## src/r2a_pkg.sv

```systemverilog
// ----------------------------------------------------------------------------
// Radix-to-ASCII converter package
// Shared widths, character constants, FSM state type and the digit encoder.
// ----------------------------------------------------------------------------
package r2a_pkg;

   localparam int VALUE_FIELD_W       = 32;
   localparam int BASE_W              = 6;
   localparam int CHAR_W              = 7;
   localparam int DIGIT_W             = 6;
   localparam int DEFAULT_VALUE_WIDTH = 32;

   localparam logic [CHAR_W-1:0]  CH_ZERO            = 7'd48;
   localparam logic [CHAR_W-1:0]  CH_ALPHA_BASE      = 7'd87;
   localparam logic [CHAR_W-1:0]  CH_MINUS           = 7'd45;
   localparam logic [DIGIT_W-1:0] LAST_NUMERIC_DIGIT = 6'd9;
   localparam logic [BASE_W-1:0]  BASE_MIN           = 6'd2;
   localparam logic [BASE_W-1:0]  BASE_MAX           = 6'd36;

   typedef enum logic [2:0] {
      ST_IDLE,
      ST_SIGN,
      ST_CHECK,
      ST_DIV,
      ST_POP_RD,
      ST_POP_WR
   } state_type;

   // Maps a digit value to its ASCII code: '0'-'9', then 'a'-'z'.
   function automatic logic [CHAR_W-1:0] digit_char(input logic [DIGIT_W-1:0] digit);
      logic [CHAR_W-1:0] wide_digit;
      wide_digit = {1'b0, digit};
      if (digit <= LAST_NUMERIC_DIGIT) begin
         return CH_ZERO + wide_digit;
      end else begin
         return CH_ALPHA_BASE + wide_digit;
      end
   endfunction

endpackage

```

## src/r2a_req_if.sv

```systemverilog
// ----------------------------------------------------------------------------
// Radix-to-ASCII request channel
// Valid/ready channel carrying one number, its radix and the signed flag.
// ----------------------------------------------------------------------------
interface r2a_req_if;
   import r2a_pkg::*;

   logic                     valid;
   logic                     ready;
   logic [VALUE_FIELD_W-1:0] value;
   logic [BASE_W-1:0]        base;
   logic                     signed_mode;

   modport source (output valid, output value, output base, output signed_mode,
                   input ready);
   modport sink   (input valid, input value, input base, input signed_mode,
                   output ready);

endinterface

```

## src/r2a_rsp_if.sv

```systemverilog
// ----------------------------------------------------------------------------
// Radix-to-ASCII response channel
// Valid/ready channel carrying one ASCII character and its last flag.
// ----------------------------------------------------------------------------
interface r2a_rsp_if;
   import r2a_pkg::*;

   logic              valid;
   logic              ready;
   logic [CHAR_W-1:0] char_code;
   logic              last;

   modport source (output valid, output char_code, output last, input ready);
   modport sink   (input valid, input char_code, input last, output ready);

endinterface

```

## src/radix_to_ascii_converter_top.sv

```systemverilog
// ----------------------------------------------------------------------------
// Radix-to-ASCII converter
// Sequence: a number is accepted in idle and a minus sign is loaded if one leads;
// each digit then comes from a check state and the bit-serial divider, and each
// digit character is read from the stack and written out. A new number is taken
// only in idle, after the last character; an output stall holds the sign and pop.
// Reset is synchronous and active high; it returns the controller to idle and
// empties the output word register. The digit stack is not cleared.
// ----------------------------------------------------------------------------
module radix_to_ascii_converter_top #(
   parameter int VALUE_WIDTH = r2a_pkg::DEFAULT_VALUE_WIDTH
) (
   input  logic          clock,
   input  logic          reset,
   r2a_req_if.sink       req_if,
   r2a_rsp_if.source     rsp_if
);
   import r2a_pkg::*;

   localparam int CNT_W = $clog2(VALUE_WIDTH + 1);
   localparam int IDX_W = $clog2(VALUE_WIDTH);

   // Controller state.
   state_type state_ff, state_in;

   // Working registers of the divider. The quotient register shifts left one
   // bit per cycle while quotient bits enter at the bottom, so after the last
   // step it holds the new quotient; the remainder is pushed and rem_ff cleared.
   logic [VALUE_WIDTH-1:0] quot_ff, quot_in;
   logic [DIGIT_W-1:0]     rem_ff, rem_in;
   logic [BASE_W-1:0]      base_ff, base_in;
   logic [IDX_W-1:0]       bit_cnt_ff, bit_cnt_in;
   logic [CNT_W-1:0]       count_ff, count_in;

   // Output word register, which parts the stack from the response channel.
   logic                   out_valid_ff, out_valid_in;
   logic [CHAR_W-1:0]      out_char_ff, out_char_in;
   logic                   out_last_ff, out_last_in;

   // Digit stack: a memory written at the push pointer and read, registered,
   // one below it.
   logic [DIGIT_W-1:0]     stack_mem [VALUE_WIDTH];
   logic [DIGIT_W-1:0]     rd_data_ff;

   // Control from the output decoder.
   logic                   accept;
   logic                   load_item;
   logic                   load_sign;
   logic                   div_step;
   logic                   push_en;
   logic [DIGIT_W-1:0]     push_data;
   logic                   pop_rd;
   logic                   emit;

   // Datapath terms.
   logic [VALUE_WIDTH-1:0] value_ext;
   logic                   item_negative;
   logic [VALUE_WIDTH-1:0] item_magnitude;
   logic [BASE_W-1:0]      base_sat;
   logic [DIGIT_W:0]       trial;
   logic                   trial_ge;
   logic [DIGIT_W:0]       trial_diff;
   logic [DIGIT_W-1:0]     rem_next;
   logic                   last_bit;
   logic                   quot_zero;
   logic                   count_full;
   logic                   count_zero;
   logic [CNT_W-1:0]       count_dec;
   logic                   out_free;

   // The value field is zero-extended or truncated to the working width.
   assign value_ext      = VALUE_WIDTH'({{VALUE_WIDTH{1'b0}}, req_if.value});
   assign item_negative  = req_if.signed_mode & value_ext[VALUE_WIDTH-1];
   // Two's complement negation; the most negative value maps to itself, which
   // is exactly its magnitude read as unsigned.
   assign item_magnitude = item_negative ? (~value_ext + VALUE_WIDTH'(1)) : value_ext;

   // Bases outside 2 to 36 saturate to the nearest legal radix.
   always_comb begin
      if (req_if.base < BASE_MIN) begin
         base_sat = BASE_MIN;
      end else if (req_if.base > BASE_MAX) begin
         base_sat = BASE_MAX;
      end else begin
         base_sat = req_if.base;
      end
   end

   // One restoring division step: bring down the next dividend bit and
   // subtract the base when it fits. The remainder always stays below the base.
   assign trial      = {rem_ff, quot_ff[VALUE_WIDTH-1]};
   assign trial_ge   = trial >= {1'b0, base_ff};
   assign trial_diff = trial - {1'b0, base_ff};
   assign rem_next   = trial_ge ? trial_diff[DIGIT_W-1:0] : trial[DIGIT_W-1:0];
   assign last_bit   = bit_cnt_ff == IDX_W'(VALUE_WIDTH - 1);

   assign quot_zero  = quot_ff == '0;
   assign count_full = count_ff == CNT_W'(VALUE_WIDTH);
   assign count_zero = count_ff == '0;
   assign count_dec  = count_ff - CNT_W'(1);

   // The output word register can take a new character when it is empty or
   // its current word leaves in this cycle.
   assign out_free   = !out_valid_ff || rsp_if.ready;

   assign req_if.ready     = state_ff == ST_IDLE;
   assign accept           = req_if.valid && req_if.ready;
   assign rsp_if.valid     = out_valid_ff;
   assign rsp_if.char_code = out_char_ff;
   assign rsp_if.last      = out_last_ff;

   // Next-state logic.
   always_comb begin
      state_in = state_ff;
      case (state_ff)
         ST_IDLE: begin
            if (accept) begin
               state_in = item_negative ? ST_SIGN : ST_CHECK;
            end
         end
         ST_SIGN: begin
            if (out_free) begin
               state_in = ST_CHECK;
            end
         end
         ST_CHECK: begin
            state_in = (quot_zero || count_full) ? ST_POP_RD : ST_DIV;
         end
         ST_DIV: begin
            if (last_bit) begin
               state_in = ST_CHECK;
            end
         end
         ST_POP_RD: begin
            state_in = ST_POP_WR;
         end
         ST_POP_WR: begin
            if (out_free) begin
               state_in = count_zero ? ST_IDLE : ST_POP_RD;
            end
         end
         default: begin
            state_in = ST_IDLE;
         end
      endcase
   end

   // Output decoder.
   always_comb begin
      load_item = 1'b0;
      load_sign = 1'b0;
      div_step  = 1'b0;
      push_en   = 1'b0;
      push_data = rem_next;
      pop_rd    = 1'b0;
      emit      = 1'b0;
      case (state_ff)
         ST_IDLE: begin
            load_item = accept;
         end
         ST_SIGN: begin
            load_sign = out_free;
         end
         ST_CHECK: begin
            // A zero value still prints one '0' digit.
            if ((quot_zero || count_full) && count_zero) begin
               push_en   = 1'b1;
               push_data = '0;
            end
         end
         ST_DIV: begin
            div_step = 1'b1;
            push_en  = last_bit;
         end
         ST_POP_RD: begin
            pop_rd = 1'b1;
         end
         ST_POP_WR: begin
            emit = out_free;
         end
         default: begin
            load_item = 1'b0;
         end
      endcase
   end

   // Next values of the datapath registers.
   always_comb begin
      quot_in      = quot_ff;
      rem_in       = rem_ff;
      base_in      = base_ff;
      bit_cnt_in   = bit_cnt_ff;
      count_in     = count_ff;
      out_valid_in = out_valid_ff && !rsp_if.ready;
      out_char_in  = out_char_ff;
      out_last_in  = out_last_ff;

      if (load_item) begin
         quot_in    = item_magnitude;
         rem_in     = '0;
         base_in    = base_sat;
         bit_cnt_in = '0;
         count_in   = '0;
      end

      if (div_step) begin
         quot_in    = {quot_ff[VALUE_WIDTH-2:0], trial_ge};
         rem_in     = last_bit ? '0 : rem_next;
         bit_cnt_in = last_bit ? '0 : bit_cnt_ff + IDX_W'(1);
      end

      if (push_en) begin
         count_in = count_ff + CNT_W'(1);
      end

      if (pop_rd) begin
         count_in = count_dec;
      end

      if (load_sign) begin
         out_valid_in = 1'b1;
         out_char_in  = CH_MINUS;
         out_last_in  = 1'b0;
      end

      if (emit) begin
         out_valid_in = 1'b1;
         out_char_in  = digit_char(rd_data_ff);
         out_last_in  = count_zero;
      end
   end

   // Control registers.
   always_ff @(posedge clock) begin
      if (reset) begin
         state_ff     <= ST_IDLE;
         out_valid_ff <= 1'b0;
         bit_cnt_ff   <= '0;
         count_ff     <= '0;
      end else begin
         state_ff     <= state_in;
         out_valid_ff <= out_valid_in;
         bit_cnt_ff   <= bit_cnt_in;
         count_ff     <= count_in;
      end
   end

   // Payload registers.
   always_ff @(posedge clock) begin
      quot_ff     <= quot_in;
      rem_ff      <= rem_in;
      base_ff     <= base_in;
      out_char_ff <= out_char_in;
      out_last_ff <= out_last_in;
   end

   // Digit stack write and registered read.
   always_ff @(posedge clock) begin
      if (push_en) begin
         stack_mem[count_ff[IDX_W-1:0]] <= push_data;
      end
      if (pop_rd) begin
         rd_data_ff <= stack_mem[count_dec[IDX_W-1:0]];
      end
   end

`ifndef SYNTHESIS
   // The stack pointer never runs past the stack.
   assert property (@(posedge clock) disable iff (reset)
      count_ff <= CNT_W'(VALUE_WIDTH))
      else $error("digit count beyond stack depth");

   // The partial remainder stays below the radix throughout a division.
   assert property (@(posedge clock) disable iff (reset)
      (state_ff == ST_DIV) |-> ({1'b0, rem_ff} < {1'b0, base_ff}))
      else $error("partial remainder not below radix");

   // A pop is issued only while the stack holds digits.
   assert property (@(posedge clock) disable iff (reset)
      (state_ff == ST_POP_RD) |-> !count_zero)
      else $error("pop from empty digit stack");

   // An accepted word starts either the sign or the digit loop.
   assert property (@(posedge clock) disable iff (reset)
      accept |=> (state_ff == ST_SIGN || state_ff == ST_CHECK))
      else $error("accepted word did not start conversion");

   // The final character is produced only once the stack is empty.
   assert property (@(posedge clock) disable iff (reset)
      (emit && count_zero) |=> (out_valid_ff && out_last_ff && state_ff == ST_IDLE))
      else $error("final character mismatch");
`endif

endmodule

```

## src/flat_wrapper.sv

```systemverilog
// flat-port wrapper written by rule: the top's interface ports become plain ports
module radix_to_ascii_converter_top_flat import r2a_pkg::*;
#(
   parameter int VALUE_WIDTH = r2a_pkg::DEFAULT_VALUE_WIDTH
)
  (clock, reset, req_if_valid, req_if_value, req_if_base, req_if_signed_mode, req_if_ready, rsp_if_valid, rsp_if_char_code, rsp_if_last, rsp_if_ready);
  r2a_req_if req_if_i ();
  r2a_rsp_if rsp_if_i ();
  input  logic clock;
  input  logic reset;
  input wire logic [$bits(req_if_i.valid)-1:0] req_if_valid;
  input wire logic [$bits(req_if_i.value)-1:0] req_if_value;
  input wire logic [$bits(req_if_i.base)-1:0] req_if_base;
  input wire logic [$bits(req_if_i.signed_mode)-1:0] req_if_signed_mode;
  output wire logic [$bits(req_if_i.ready)-1:0] req_if_ready;
  output wire logic [$bits(rsp_if_i.valid)-1:0] rsp_if_valid;
  output wire logic [$bits(rsp_if_i.char_code)-1:0] rsp_if_char_code;
  output wire logic [$bits(rsp_if_i.last)-1:0] rsp_if_last;
  input wire logic [$bits(rsp_if_i.ready)-1:0] rsp_if_ready;
  assign req_if_i.valid = req_if_valid;
  assign req_if_i.value = req_if_value;
  assign req_if_i.base = req_if_base;
  assign req_if_i.signed_mode = req_if_signed_mode;
  assign req_if_ready = req_if_i.ready;
  assign rsp_if_valid = rsp_if_i.valid;
  assign rsp_if_char_code = rsp_if_i.char_code;
  assign rsp_if_last = rsp_if_i.last;
  assign rsp_if_i.ready = rsp_if_ready;
  radix_to_ascii_converter_top #(.VALUE_WIDTH(VALUE_WIDTH)) u_core (.clock(clock), .reset(reset), .req_if(req_if_i), .rsp_if(rsp_if_i));
endmodule
```

## config.mk

```make
export PLATFORM = sky130hd
export DESIGN_NAME = radix_to_ascii_converter_top_flat
export DESIGN_NICKNAME = d
export VERILOG_FILES = /design/src/r2a_pkg.sv /design/src/r2a_req_if.sv /design/src/r2a_rsp_if.sv /design/src/radix_to_ascii_converter_top.sv /design/src/flat_wrapper.sv
export SDC_FILE = /design/constraint.sdc
export NUM_CORES = 1
export LEC_CHECK = 0
export ABC_AREA = 1
export BUFFER_PORTS_ARGS = -buffer_cell sky130_fd_sc_hd__buf_2
export CORE_UTILIZATION = 35
export CTS_BUF_LIST = sky130_fd_sc_hd__clkbuf_4
export CTS_CLUSTER_DIAMETER = 150
export DETAILED_ROUTE_END_ITERATION = 16
export SLEW_MARGIN = 20
export SYNTH_ARGS = -nofsm -noshare
export SYNTH_HDL_FRONTEND = slang
export SYNTH_SLANG_ARGS = --single-unit
```

## constraint.sdc

```tcl
create_clock -name clock -period 2.15 [get_ports clock]
set_input_delay 0.43 -clock clock [delete_from_list [all_inputs] [get_ports clock]]
set_output_delay 0.43 -clock clock [all_outputs]
set_load 0.05 [all_outputs]
```

Yosys cells after proc, flatten, opt, wreduce, memory -nomap -nowiden

Memory sizes are Yosys's and may differ from the RTL's. A register that Yosys moved wholly into a read port is not among the register bits.
Index checks and enable logic that the tools add are counted.

Register bits: 67
Memory bits (writable): 192
Logic and storage cells: 89
Memories kept: 1

Add/subtract/negate cells: 7
Magnitude comparators: 4
Eq/ne operators: 11
Multiplexer cells: 39
Bitwise operators: 2
Reductions and logical operators: 15

Memory list:

| name             | depth | width | rd ports | clocked after Yosys merged registers in | write ports | line                               | RTL |
|---|---|---|---|---|---|---|---|
| u_core.stack_mem | 32    | 6     | 1        | 1                                       | 1           | radix_to_ascii_converter_top.sv:42 | `logic [DIGIT_W-1:0] stack_mem [VALUE_WIDTH];` |

Operator list:

| operator                                              | count |
|---|---|
| 2-to-1 mux 32 bit                                     | 3 |
| 2-to-1 mux 6 bit                                      | 9 |
| adder 32 x 1 -> 32 bit, second input constant         | 1 |
| zero test 32 bit                                      | 1 |
| inverter 32 bit                                       | 1 |
| 2-to-1 mux 7 bit                                      | 3 |
| 2-to-1 mux 3 bit                                      | 6 |
| case mux 3 bit (6 select lines)                       | 1 |
| 2-to-1 mux 5 bit                                      | 3 |
| 2-to-1 mux 1 bit                                      | 12 |
| adder 6 x 6 -> 7 bit, first input constant            | 1 |
| adder 7 x 6 -> 7 bit, first input constant            | 1 |
| greater-or-equal comparator 7 x 6 -> 1 bit            | 1 |
| adder 6 x 1 -> 6 bit, second input constant           | 1 |
| equality test 3 x 2 -> 1 bit, second input constant   | 2 |
| equality test 3 bit, second input constant            | 2 |
| equality test 6 bit, second input constant            | 1 |
| > comparator 6 bit, second input constant             | 1 |
| <= comparator 6 x 4 -> 1 bit, second input constant   | 1 |
| zero test 6 bit                                       | 1 |
| < comparator 6 x 2 -> 1 bit, second input constant    | 1 |
| inequality test 2 x 1 -> 1 bit, second input constant | 3 |
| subtractor 6 x 1 -> 6 bit, second input constant      | 1 |
| subtractor 6 bit                                      | 1 |
| other kinds (15)                                      | 20 |

Longest topological paths before layout

Gate-level depths: netlist (run 1).

Depth in word-level cells: 7
Gate-level depth with buffers: 14
Depth with buffers taken out: 13

Least setup slack after synthesis (run 1)

Ideal clock, no wire load.

Kind: flip-flop to flip-flop
From: register u_core.count_ff[0]
To: memory u_core.stack_mem[1][0] (enable)
Library setup time: 0.350 ns
Arrival time: 1.984 ns
Setup slack: -0.184 ns
Cell stages (with the launch flop): 11
Cell sequence: dfxtp_1 > buf_4 > inv_4 > buf_2 > ha_1 > nand2_2 > nor2_4 > nand4_4 > nand2_4 > nand2_2 > nor2_1

Longest elaborated chain between the ends: 7
Elaborated cells on any way between the ends: 8

RTL lines:

| item                                   | line                                | RTL |
|---|---|---|
| start: declaration                     | radix_to_ascii_converter_top.sv:33  | `logic [CNT_W-1:0] count_ff, count_in;` |
| start signal: assignment               | radix_to_ascii_converter_top.sv:244 | `count_ff <= count_in;` |
| equality test 6 bit                    | radix_to_ascii_converter_top.sv:98  | `assign count_full = count_ff == CNT_W'(VALUE_WIDTH);` |
| logical OR 1 bit                       | radix_to_ascii_converter_top.sv:166 | `if ((quot_zero \|\| count_full) && count_zero) begin` |
| logical AND 1 bit                      | radix_to_ascii_converter_top.sv:166 |  |
| 2-to-1 mux 1 bit                       | radix_to_ascii_converter_top.sv:166 |  |
| case mux 1 bit (2 select lines)        | radix_to_ascii_converter_top.sv:157 | `case (state_ff)` |
| 2-to-1 mux 1 bit                       | radix_to_ascii_converter_top.sv:259 | `if (push_en) begin` |
| 2-to-1 mux 1 bit (not written as such) | radix_to_ascii_converter_top.sv:260 | `stack_mem[count_ff[IDX_W-1:0]] <= push_data;` |
| end: declaration                       | radix_to_ascii_converter_top.sv:42  |  |

Parallel ways exist; a longest one is shown, timed or not.

Worst setup path in the final report (run 1)

From: register u_core.rem_ff[1]
To: memory u_core.stack_mem[11][4] (data pin)

Longest elaborated chain between the ends: 4
Elaborated cells on any way between the ends: 5

RTL lines:

| item                                                                                  | line                                                                   | RTL |
|---|---|---|
| start: declaration                                                                    | radix_to_ascii_converter_top.sv:30                                     | `logic [DIGIT_W-1:0] rem_ff, rem_in;` |
| start signal: assignment                                                              | radix_to_ascii_converter_top.sv:251                                    | `rem_ff <= rem_in;` |
| subtractor 6 bit / greater-or-equal comparator 7 x 6 -> 1 bit (equally long branches) | radix_to_ascii_converter_top.sv:93, radix_to_ascii_converter_top.sv:92 |  |
| 2-to-1 mux 6 bit *                                                                    | radix_to_ascii_converter_top.sv:94                                     | `assign rem_next = trial_ge ? trial_diff[DIGIT_W-1:0] : trial[DIGIT_W-1:0];` |
| 2-to-1 mux 6 bit                                                                      | radix_to_ascii_converter_top.sv:166                                    |  |
| 2-to-1 mux 6 bit *                                                                    | radix_to_ascii_converter_top.sv:157                                    |  |
| named net u_core.push_data[4]                                                         | radix_to_ascii_converter_top.sv:51                                     | `logic [DIGIT_W-1:0] push_data;` |

The timed path passes the listed nets; every way through them passes the cells marked *.

==> run summary, run 1 <==
Most frequent cells after synthesis = nor2_1 (253), edfxtp_1 (250), nand2_1 (160)
Area grow syn2layout = 22.4%
Post-layout util = 0.435
Vias in the first global route = 9234
First-pass GRT wire length = 47200 microns
Via density = 4.96
Worst VDD drop = 599 uV
Mapped Avg Cell Area = 10.2 sq um
Row cnt = 69
Synth area leader = edfxtp_1
Failing checks = setup timing
Post-synth EDFFs = 250
CP arrival = 2.65 ns
Root buffer cell = clkbuf_4
Final Cycle Share = 1.05
Power, Total = 15.5 mW
Buf+Inv Stages, Crit Path = 2
Cell Area, Synth = 12600 sq um
Fin. max-slew vios = 0
Residual DRC = 0
Final wirelength = 30600 microns
CP max stage cell = edfxtp_1
Fillcell total = 3418
Die Height = 192 microns
Crit. Startpoint = u_core.rem_ff[1]
Clock sinks = 265
Grt ovf = 0
Crit Path Class = reg2reg
Fmax = 0.441 GHz
Min-delay worst type = in2reg
CP delay by family, top = simple AND/OR/NAND/NOR gates
Path length in cells of the critical path = 12
DRT Pass-1 Iters = 5
Most common cell in the netlist = nor2_1
Core area = 35600 sq um
Post-synthesis async set-or-reset flop share = 0
I/O pins = 53
Initial Util = 0.356
Crit. End Element = flop
Worst-path clk slew = 0.07 ns
Maximum fanout along the worst path = 8
Die Wd = 192 microns
Final hold vios = 0
Yosys top cell area share = 0.594
DR WL/cell = 16.1 microns
Worst reg2reg startpoint = u_core.rem_ff[1]
Post-synth cell types = 51
Post-Synthesis Cells = 1238
RR Endpoint = u_core.stack_mem[11][4]
Register area share after synthesis = 0.617
Worst Tran Pin Value = 0.739 ns
Largest net degree at the start of global routing = 90
Critical Path End = u_core.stack_mem[11][4]
Worst path cell trace = ha_4 > a21oi_2 > nand2_2 > a21oi_2 > o21bai_1 > nand2_2 > nand2_4 > nand2_4 > nand2_2 > nand2_2 > clkinv_4 > clkbuf_16
Final worst slack = -0.116 ns
Minimum clock period = 2.27 ns
Final net count = 1452
Vias = 9404
Post-route ant nets = 0
Worst endpoint required time = 2.53 ns
Num CTS Buffers = 72
RePlAce Congestion = 0.886
Final setup violation count = 171
Post-Syn Nets = 1300
Max incr delay on CP = 0.43 ns
Yosys Warn Count = 0
Total die area = 36900 sq um
TritonCTS clock tree = done
Max_cap viols = 0
Main area contributors after synthesis = edfxtp_1 (59%), nor2_1 (7.5%), o21ai_0 (6.1%), nand2_1 (4.7%), inv_1 (2.5%)
Insertion delay to the later sink of the worst-skew pair = 0.66 ns
Yosys reg bits = 265
RSZ-0062 raised after global routing = yes
Initial DRC Count = 715
Status = finished with violations
Top FF cell, synth = edfxtp_1
Antenna violations before repair = 1
Reg2reg path depth = 12
Worst R2R Setup Slack = -0.12 ns
Leakage = 5.64 nW
Worst Hold Launch = req_if_base[0]
Critical Path Source Type = flop
All-layer global routing usage = 0.164
Clock Skews = 0.0397 ns
Max Buffers Root-to-Sink = 3
H-tree levels = 3
Share of layout cells above drive strength 1 = 0.248
Post-DP HPWL = 19700 microns
Most Frequent Cell on Critical Path = nand2_2
Number of buffers added on ports = 52
Cell area power density = 1000 nW/um^2
Slew HR = 0.505
==> per-stage QoR <==
stage | hold slack, ns | TNS, ns | instance area (sq um) | worst slack (ns) | cells
after floorplan | 0.441 | -0.511 | 12900 | -0.00845 | 1238
after global placement | 0.446 | 0 | 14100 | 0.00458 | 1759
after detailed placement | 0.460 | -1.59 | 14100 | -0.0342 | 1759
after CTS | 0.0146 | -0.0300 | 15100 | -0.0113 | 1883
after global routing | 0.0920 | -26.41 | 15500 | -0.185 | 1897
final | 0.0996 | -9.60 | 15500 | -0.116 | 1897
==> cell families after synthesis <==
family | after synthesis | share of synthesized area
muxes | 8 | 0.00633
xor gates and xnor gates | 26 | 0.0192
AOI/OAI and AO/OA | 254 | 0.115
and+or+nand+nor | 519 | 0.174
adders and majority gates | 19 | 0.0194
DFF | 265 | 0.617
buffers and inverters | 147 | 0.0491
==> power by group <==
group	leakage (nW)	total [mW]	switching, mW	internal, mW
Clock	0.553	4.57	1.97	2.60
Sequential	2.39	6.88	0.153	6.73
Combinational	2.70	4.06	2.60	1.46
==> metal layers <==
layer / share of wire / up-vias / global-route usage
met4: 0.022 / 0 / 0.0712
met2: 0.50 / 261 / 0.279
met3: 0.048 / 54 / 0.0291
met1: 0.43 / 4430 / 0.204
met5: 0 / - / 0
li1: - / 4659 / -
==> state kept, by name, indices dropped and copies added, names as in the netlist <==
signal                   flops
u_core.bit_cnt_ff            5
u_core.rsp_if.last           1
u_core.rsp_if.valid          1
u_core.count_ff              6
u_core.quot_ff              32
u_core.rd_data_ff            6
u_core.state_ff              3
u_core.base_ff               6
u_core.rsp_if.char_code      7
u_core.stack_mem           192
u_core.rem_ff                6
==> worst reg2reg max path, stage by stage (launching register included) <==
cell and delay, ns:
edfxtp_1 0.43, ha_4 0.28, a21oi_2 0.16, nand2_2 0.09, a21oi_2 0.14, o21bai_1 0.11
nand2_2 0.15, nand2_4 0.11, nand2_4 0.08, nand2_2 0.05, nand2_2 0.07, clkinv_4 0.11
clkbuf_16 0.20
==> what timing repair did <==
| item | in CTS | in global routing |
|---|---|---|
| gates resized for setup | 13 | 50 |
| pin swaps | 1 | 23 |
| hold endpoints to repair | 3 | 0 |
| setup buffers | 2 | 7 |
| hold buffers | 3 | 0 |
| cloned | 0 | 6 |
| setup endpoints to repair | 231 | 393 |
==> layout by cell type (no fill, tap or decap), drive strengths merged, types with 15 or more instances in the layout <==
cell type  synthesis  routed
nor2             260     260
edfxtp           250     250
nand2            174     175
o21ai            169     169
buf               29     122
clkbuf            24     111
inv               94      94
nand3             53      53
o211ai            30      30
xor2              24      24
a21oi             22      22
ha                18      18
dfxtp             15      15
==> worst min path at each step <==
stage,slack [ns],cells after the start,end
after floorplan,0.44,2,u_core.bit_cnt_ff[3]
after global placement,0.45,2,u_core.bit_cnt_ff[3]
after detailed placement,0.46,2,u_core.bit_cnt_ff[4]
after CTS,0.01,3,u_core.base_ff[0]
after global routing,0.09,2,u_core.bit_cnt_ff[1]
final,0.1,3,u_core.base_ff[0]
==> final cells by class <==
class / count / area [sq um] / share of cell area
repair buffers: 130 / 1140 / 0.0740
multi-input cells: 827 / 4650 / 0.300
clock buffers: 106 / 796 / 0.0514
flip-flops and latches: 265 / 7810 / 0.505
well taps: 461 / 577 / 0.0373
clock inverters: 13 / 134 / 0.00865
inverters: 94 / 360 / 0.0233
diodes: 1 / 2.50 / 0.000162
(Power assumes the default switching activity.)
==> inputs of run 2 (changes only) <==
SKIP_LAST_GASP = 1   (was unset)
==> run summary, run 2 (synthesized netlist as in run 1, its figures left out) <==
Placed cell count = 1759
Final hold vios = 0
Initial DRC Count = 726
Clock sinks = 265
Clock share of power = 0.293
Core area = 35600 sq um
Antenna violations before repair = 1
Final Cycle Share = 1.03
Worst reg2reg startpoint = u_core.rem_ff[1]
Post-DP HPWL = 19700 microns
DRT Pass-1 Iters = 5
Die Height = 192 microns
Sequential share of power = 0.442
CP arrival = 2.59 ns
Residual DRC = 0
Worst-path clk slew = 0.07 ns
Fmax = 0.451 GHz
Area grow syn2layout = 22.5%
Share of layout cells above drive strength 1 = 0.246
Most Frequent Cell on Critical Path = nand2_2
Worst Hold Launch = req_if_base[0]
Max_cap viols = 0
Post-route ant nets = 0
Root buffer cell = clkbuf_4
Crit Path Class = reg2reg
Pre-CTS setup slack = -0.0342 ns
Failing checks = setup timing
Slew HR = 0.513
Via density = 4.97
Leakage = 5.65 nW
Grt ovf = 0
Minimum clock period = 2.22 ns
Crit. End Element = flop
DR WL/cell = 16.1 microns
Logic pwr share = 0.265
Status = finished with violations
Total die area = 36900 sq um
Final worst slack = -0.0662 ns
TritonCTS clock tree = done
Int Pwr = 10.8 mW
Maximum fanout along the worst path = 7
Final net count = 1452
Num CTS Buffers = 72
Most frequent cells in the layout = edfxtp_1 (250), nor2_1 (219), nand2_1 (155)
Crit. Startpoint = u_core.rem_ff[1]
All-layer global routing usage = 0.164
Insertion delay to the later sink of the worst-skew pair = 0.66 ns
Switch Pwr = 4.73 mW
Clock Skews = 0.0421 ns
Final cell count without fillers = 1897
Critical Path Source Type = flop
H-tree levels = 3
CP max stage cell = edfxtp_1
Number of buffers added on ports = 52
Fin. max-slew vios = 0
Most common cell after layout, fill and taps aside = edfxtp_1
Post-Route Setup TNS = -4.96 ns
Buf+Inv Stages, Crit Path = 3
Largest net degree at the start of global routing = 90
RSZ-0062 raised after global routing = yes
CP delay by family, top = simple AND/OR/NAND/NOR gates
Worst endpoint required time = 2.53 ns
Row cnt = 69
Final setup violation count = 182
Initial Util = 0.356
RePlAce Congestion = 0.886
Worst path cell trace = ha_4 > nand3_2 > nand2_2 > a21oi_2 > o21bai_1 > nand2_2 > buf_6 > o21ai_4 > nor2_1 > nand2_1 > inv_4 > clkbuf_16
First-pass GRT wire length = 47200 microns
Max Buffers Root-to-Sink = 3
Max FFs per register = 192
Min-delay worst type = in2reg
I/O pins = 53
Vias = 9419
Worst Tran Pin Value = 0.728 ns
Cell area power density = 1010 nW/um^2
Power, Total = 15.6 mW
Final wirelength = 30600 microns
Max incr delay on CP = 0.43 ns
Vias in the first global route = 9242
Sw Ratio = 0.304
Fillcell total = 3415
Die Wd = 192 microns
Worst VDD drop = 551 uV
[run 2: changes by cell type in the layout (fill, tap and decap cells not counted), sizes merged]
cell / before / now
buf: 122 / 121
clkbuf: 111 / 112
clkinv: 10 / 9
inv: 94 / 95
[run 2: tightest hold or removal path: stages]
cell and delay (ns):
buf_2 0.09, inv_1 0.03, nor2_1 0.09
[run 2: per-layer routing]
| metal | GRT usage | up-vias | part of all wire |
|---|---|---|---|
| met3 | 0.0291 | 54 | 0.053 |
| met1 | 0.204 | 4411 | 0.43 |
| met5 | 0 | - | 0 |
| li1 | - | 4661 | - |
| met2 | 0.279 | 293 | 0.49 |
| met4 | 0.0712 | 0 | 0.024 |
[run 2: path summary, 6_finish.rpt]
kind	end	slack, ns	cells after the start
max	u_core.stack_mem[9][5]	-0.07	12
max reg2reg	u_core.stack_mem[9][5]	-0.07	12
min	u_core.base_ff[0]	0.10	3
min reg2reg	u_core.bit_cnt_ff[4]	0.47	2
[run 2: area by class of cell]
type | count | area, sq um | share of cell area
tap | 461 | 577 | 0.0372
antenna | 1 | 2.50 | 0.000162
inverter | 94 | 363 | 0.0234
clock inverter | 13 | 134 | 0.00864
clock buffer | 106 | 796 | 0.0514
timing repair buffer | 130 | 1160 | 0.0750
sequential | 265 | 7810 | 0.504
multi-input combinational | 827 | 4640 | 0.300
[run 2: power groups by stage]
| stage | registers (mW) | clock network, mW | logic, mW |
|---|---|---|---|
| 6_report | 6.88 | 4.57 | 4.12 |
| 5_1_grt | 6.90 | 4.96 | 4.51 |
| 3_5_place_dp | 6.98 | 0 | 3.57 |
| 3_3_place_gp | 6.97 | 0 | 3.51 |
| 4_1_cts | 6.87 | 4.70 | 3.64 |
| 2_1_floorplan | 6.99 | 0 | 1.92 |
[run 2: metrics by stage]
stage | area (sq um) | utilization | hold WS (ns)
floorplan | 12900 | - | 0.441
global placement | 14100 | 0.397 | 0.446
detailed placement | 14100 | 0.397 | 0.460
CTS | 15100 | 0.426 | 0.0146
global route | 15500 | 0.435 | 0.0918
finish | 15500 | 0.435 | 0.103
[run 2: timing repair]
item | in CTS | in global routing
pin swaps | 1 | 21
buffers inserted | 2 | 6
resized for setup | 12 | 47
endpoints found under the setup margin | 231 | 394
endpoints found under the hold margin | 3 | 0
cloned | 0 | 7
hold buffers | 3 | 0
==> inputs of run 3 (changes only) <==
--- a/config.mk
+++ b/config.mk
@@ -12,4 +12,6 @@
 export CTS_CLUSTER_DIAMETER = 150
 export DETAILED_ROUTE_END_ITERATION = 16
+export RECOVER_POWER = 50
+export SETUP_SLACK_MARGIN = 0.5
 export SKIP_LAST_GASP = 1
 export SLEW_MARGIN = 20
==> constraint.sdc (replaced) <==
create_clock -name clock -period 2.15 [get_ports clock]
set_input_delay 0.43 -clock clock [delete_from_list [all_inputs] [get_ports clock]]
set_output_delay 0.43 -clock clock [all_outputs]
set_load 0.1 [all_outputs]
==> run summary, run 3 (synthesized netlist as in run 1, its figures left out) <==
Status = finished with violations
Failing checks = setup timing
Worst endpoint required time = 2.54 ns
Leakage = 6.05 nW
Antenna violations before repair = 3
RSZ-0062 raised after global routing = yes
Area grow syn2layout = 31.4%
Hold path depth = 3
CP arrival = 2.63 ns
Most common cell after layout, fill and taps aside = edfxtp_1
Via density = 5.06
Max incr delay on CP = 0.42 ns
DRT Pass-1 Iters = 5
Max_cap viols = 0
Die Wd = 192 microns
Power, Total = 16.3 mW
Clock sinks = 265
Worst Hold End = u_core.base_ff[4]
Final Cycle Share = 1.04
Die Height = 192 microns
Total die area = 36900 sq um
Root buffer cell = clkbuf_4
TritonCTS clock tree = done
Row cnt = 69
Worst R2R Setup Slack = -0.09 ns
Vias in the first global route = 9384
Post-route ant nets = 0
Critical Path Source Type = flop
Worst VDD drop = 549 uV
Number of buffers added on ports = 52
CP max stage cell = dfxtp_1
I/O pins = 53
Fillcell total = 3272
Worst Tran Pin Value = 0.896 ns
Post-DP HPWL = 19000 microns
Grt ovf = 0
RR Endpoint = u_core.stack_mem[3][3]
Minimum clock period = 2.24 ns
Finished Cell Area = 16600 sq um
Fin. max-slew vios = 0
Insertion delay to the later sink of the worst-skew pair = 0.68 ns
Final net count = 1497
Crit Path Class = reg2reg
Crit. End Element = flop
Placed inst area = 14200 sq um
Fmax = 0.447 GHz
Min-delay worst type = in2reg
Final wirelength = 34000 microns
Residual DRC = 0
First-pass GRT wire length = 49700 microns
Worst path cell trace = nor2_1 > inv_2 > nor2_1 > nand4_4 > buf_6 > o211ai_1 > inv_2 > buf_12
All-layer global routing usage = 0.175
Maximum fanout along the worst path = 8
Most frequent cells in the layout = edfxtp_1 (250), nor2_1 (209), nand2_1 (143)
Slew HR = 0.403
Max FFs per register = 192
Reg2reg path depth = 8
H-tree levels = 3
Final setup violation count = 319
Core area = 35600 sq um
CP delay by family, top = simple AND/OR/NAND/NOR gates
Worst-path clk slew = 0.06 ns
DR WL/cell = 17.4 microns
Vias = 9892
Initial Util = 0.356
Largest net degree at the start of global routing = 53
Max Buffers Root-to-Sink = 3
Initial DRC Count = 727
Share of layout cells above drive strength 1 = 0.305
Worst reg2reg startpoint = u_core.count_ff[3]
Clock Skews = 0.0525 ns
Pre-CTS setup slack = -0.0435 ns
RePlAce Congestion = 0.887
Final hold vios = 0
Final worst slack = -0.0894 ns
Cell area power density = 981 nW/um^2
Worst Hold Launch = req_if_base[4]
Num CTS Buffers = 71
Buf+Inv Stages, Crit Path = 4
==> run 3: worst max path at each step <==
stage,from,end,slack (ns),cells past startpoint
floorplan,u_core.count_ff[0],u_core.stack_mem[19][0],0.08,10
global placement,u_core.rem_ff[1],u_core.stack_mem[31][2],-0.02,11
detailed placement,u_core.rem_ff[1],u_core.stack_mem[31][2],-0.04,11
CTS,u_core.rem_ff[1],u_core.stack_mem[4][5],-0.13,12
global route,u_core.rem_ff[1],u_core.stack_mem[2][5],-0.23,11
finish,u_core.count_ff[3],u_core.stack_mem[3][3],-0.09,8
==> run 3: per-stage QoR <==
| stage | utilization | TNS, ns | instances | hold WS (ns) |
|---|---|---|---|---|
| 2_1_floorplan | - | 0 | 1238 | 0.440 |
| 3_3_place_gp | 0.400 | -0.525 | 1744 | 0.454 |
| 6_report | 0.467 | -11.48 | 1955 | 0.0942 |
| 3_5_place_dp | 0.400 | -1.93 | 1744 | 0.461 |
| 4_1_cts | 0.441 | -5.70 | 1897 | 0.0287 |
| 5_1_grt | 0.467 | -50.36 | 1955 | 0.0584 |
==> run 3: cell type report <==
| type | count | area [sq um] | share of cell area |
|---|---|---|---|
| multi-input combinational | 829 | 5010 | 0.301 |
| antenna | 2 | 5.00 | 0.000301 |
| sequential | 265 | 7820 | 0.470 |
| inverter | 94 | 412 | 0.0248 |
| clock inverter | 28 | 200 | 0.0120 |
| timing repair buffer | 174 | 1840 | 0.110 |
| tap | 461 | 577 | 0.0347 |
| clock buffer | 102 | 766 | 0.0461 |
==> run 3: per-layer routing <==
| metal | vias up | routed length, microns | global-route usage |
|---|---|---|---|
| li1 | 4790 | - | - |
| met1 | 4700 | 14400 | 0.221 |
| met2 | 330 | 16200 | 0.292 |
| met3 | 72 | 2190 | 0.0342 |
| met4 | 0 | 1140 | 0.0715 |
| met5 | - | 0 | 0 |
==> run 3: what timing repair did <==
item / CTS / global route
hold buffers: 3 / 0
hold endpoints to repair: 3 / 0
pin swaps: 22 / 66
buffers inserted: 11 / 42
cloned: 9 / 14
setup endpoints to repair: 461 / 496
resized for setup: 47 / 149
==> run 3: where the power goes <==
group | switching, mW | internal [mW] | total, mW
combinational | 2.98 | 1.78 | 4.76
sequential | 0.149 | 6.73 | 6.88
clock | 2.11 | 2.57 | 4.67
total | 5.24 | 11.1 | 16.3
==> run 3: tightest hold or removal path, delay by kind of cell <==
family / cells / cell delay (ns)
AND/OR/NAND/NOR: 1 / 0.10
buffers and inverters: 2 / 0.12
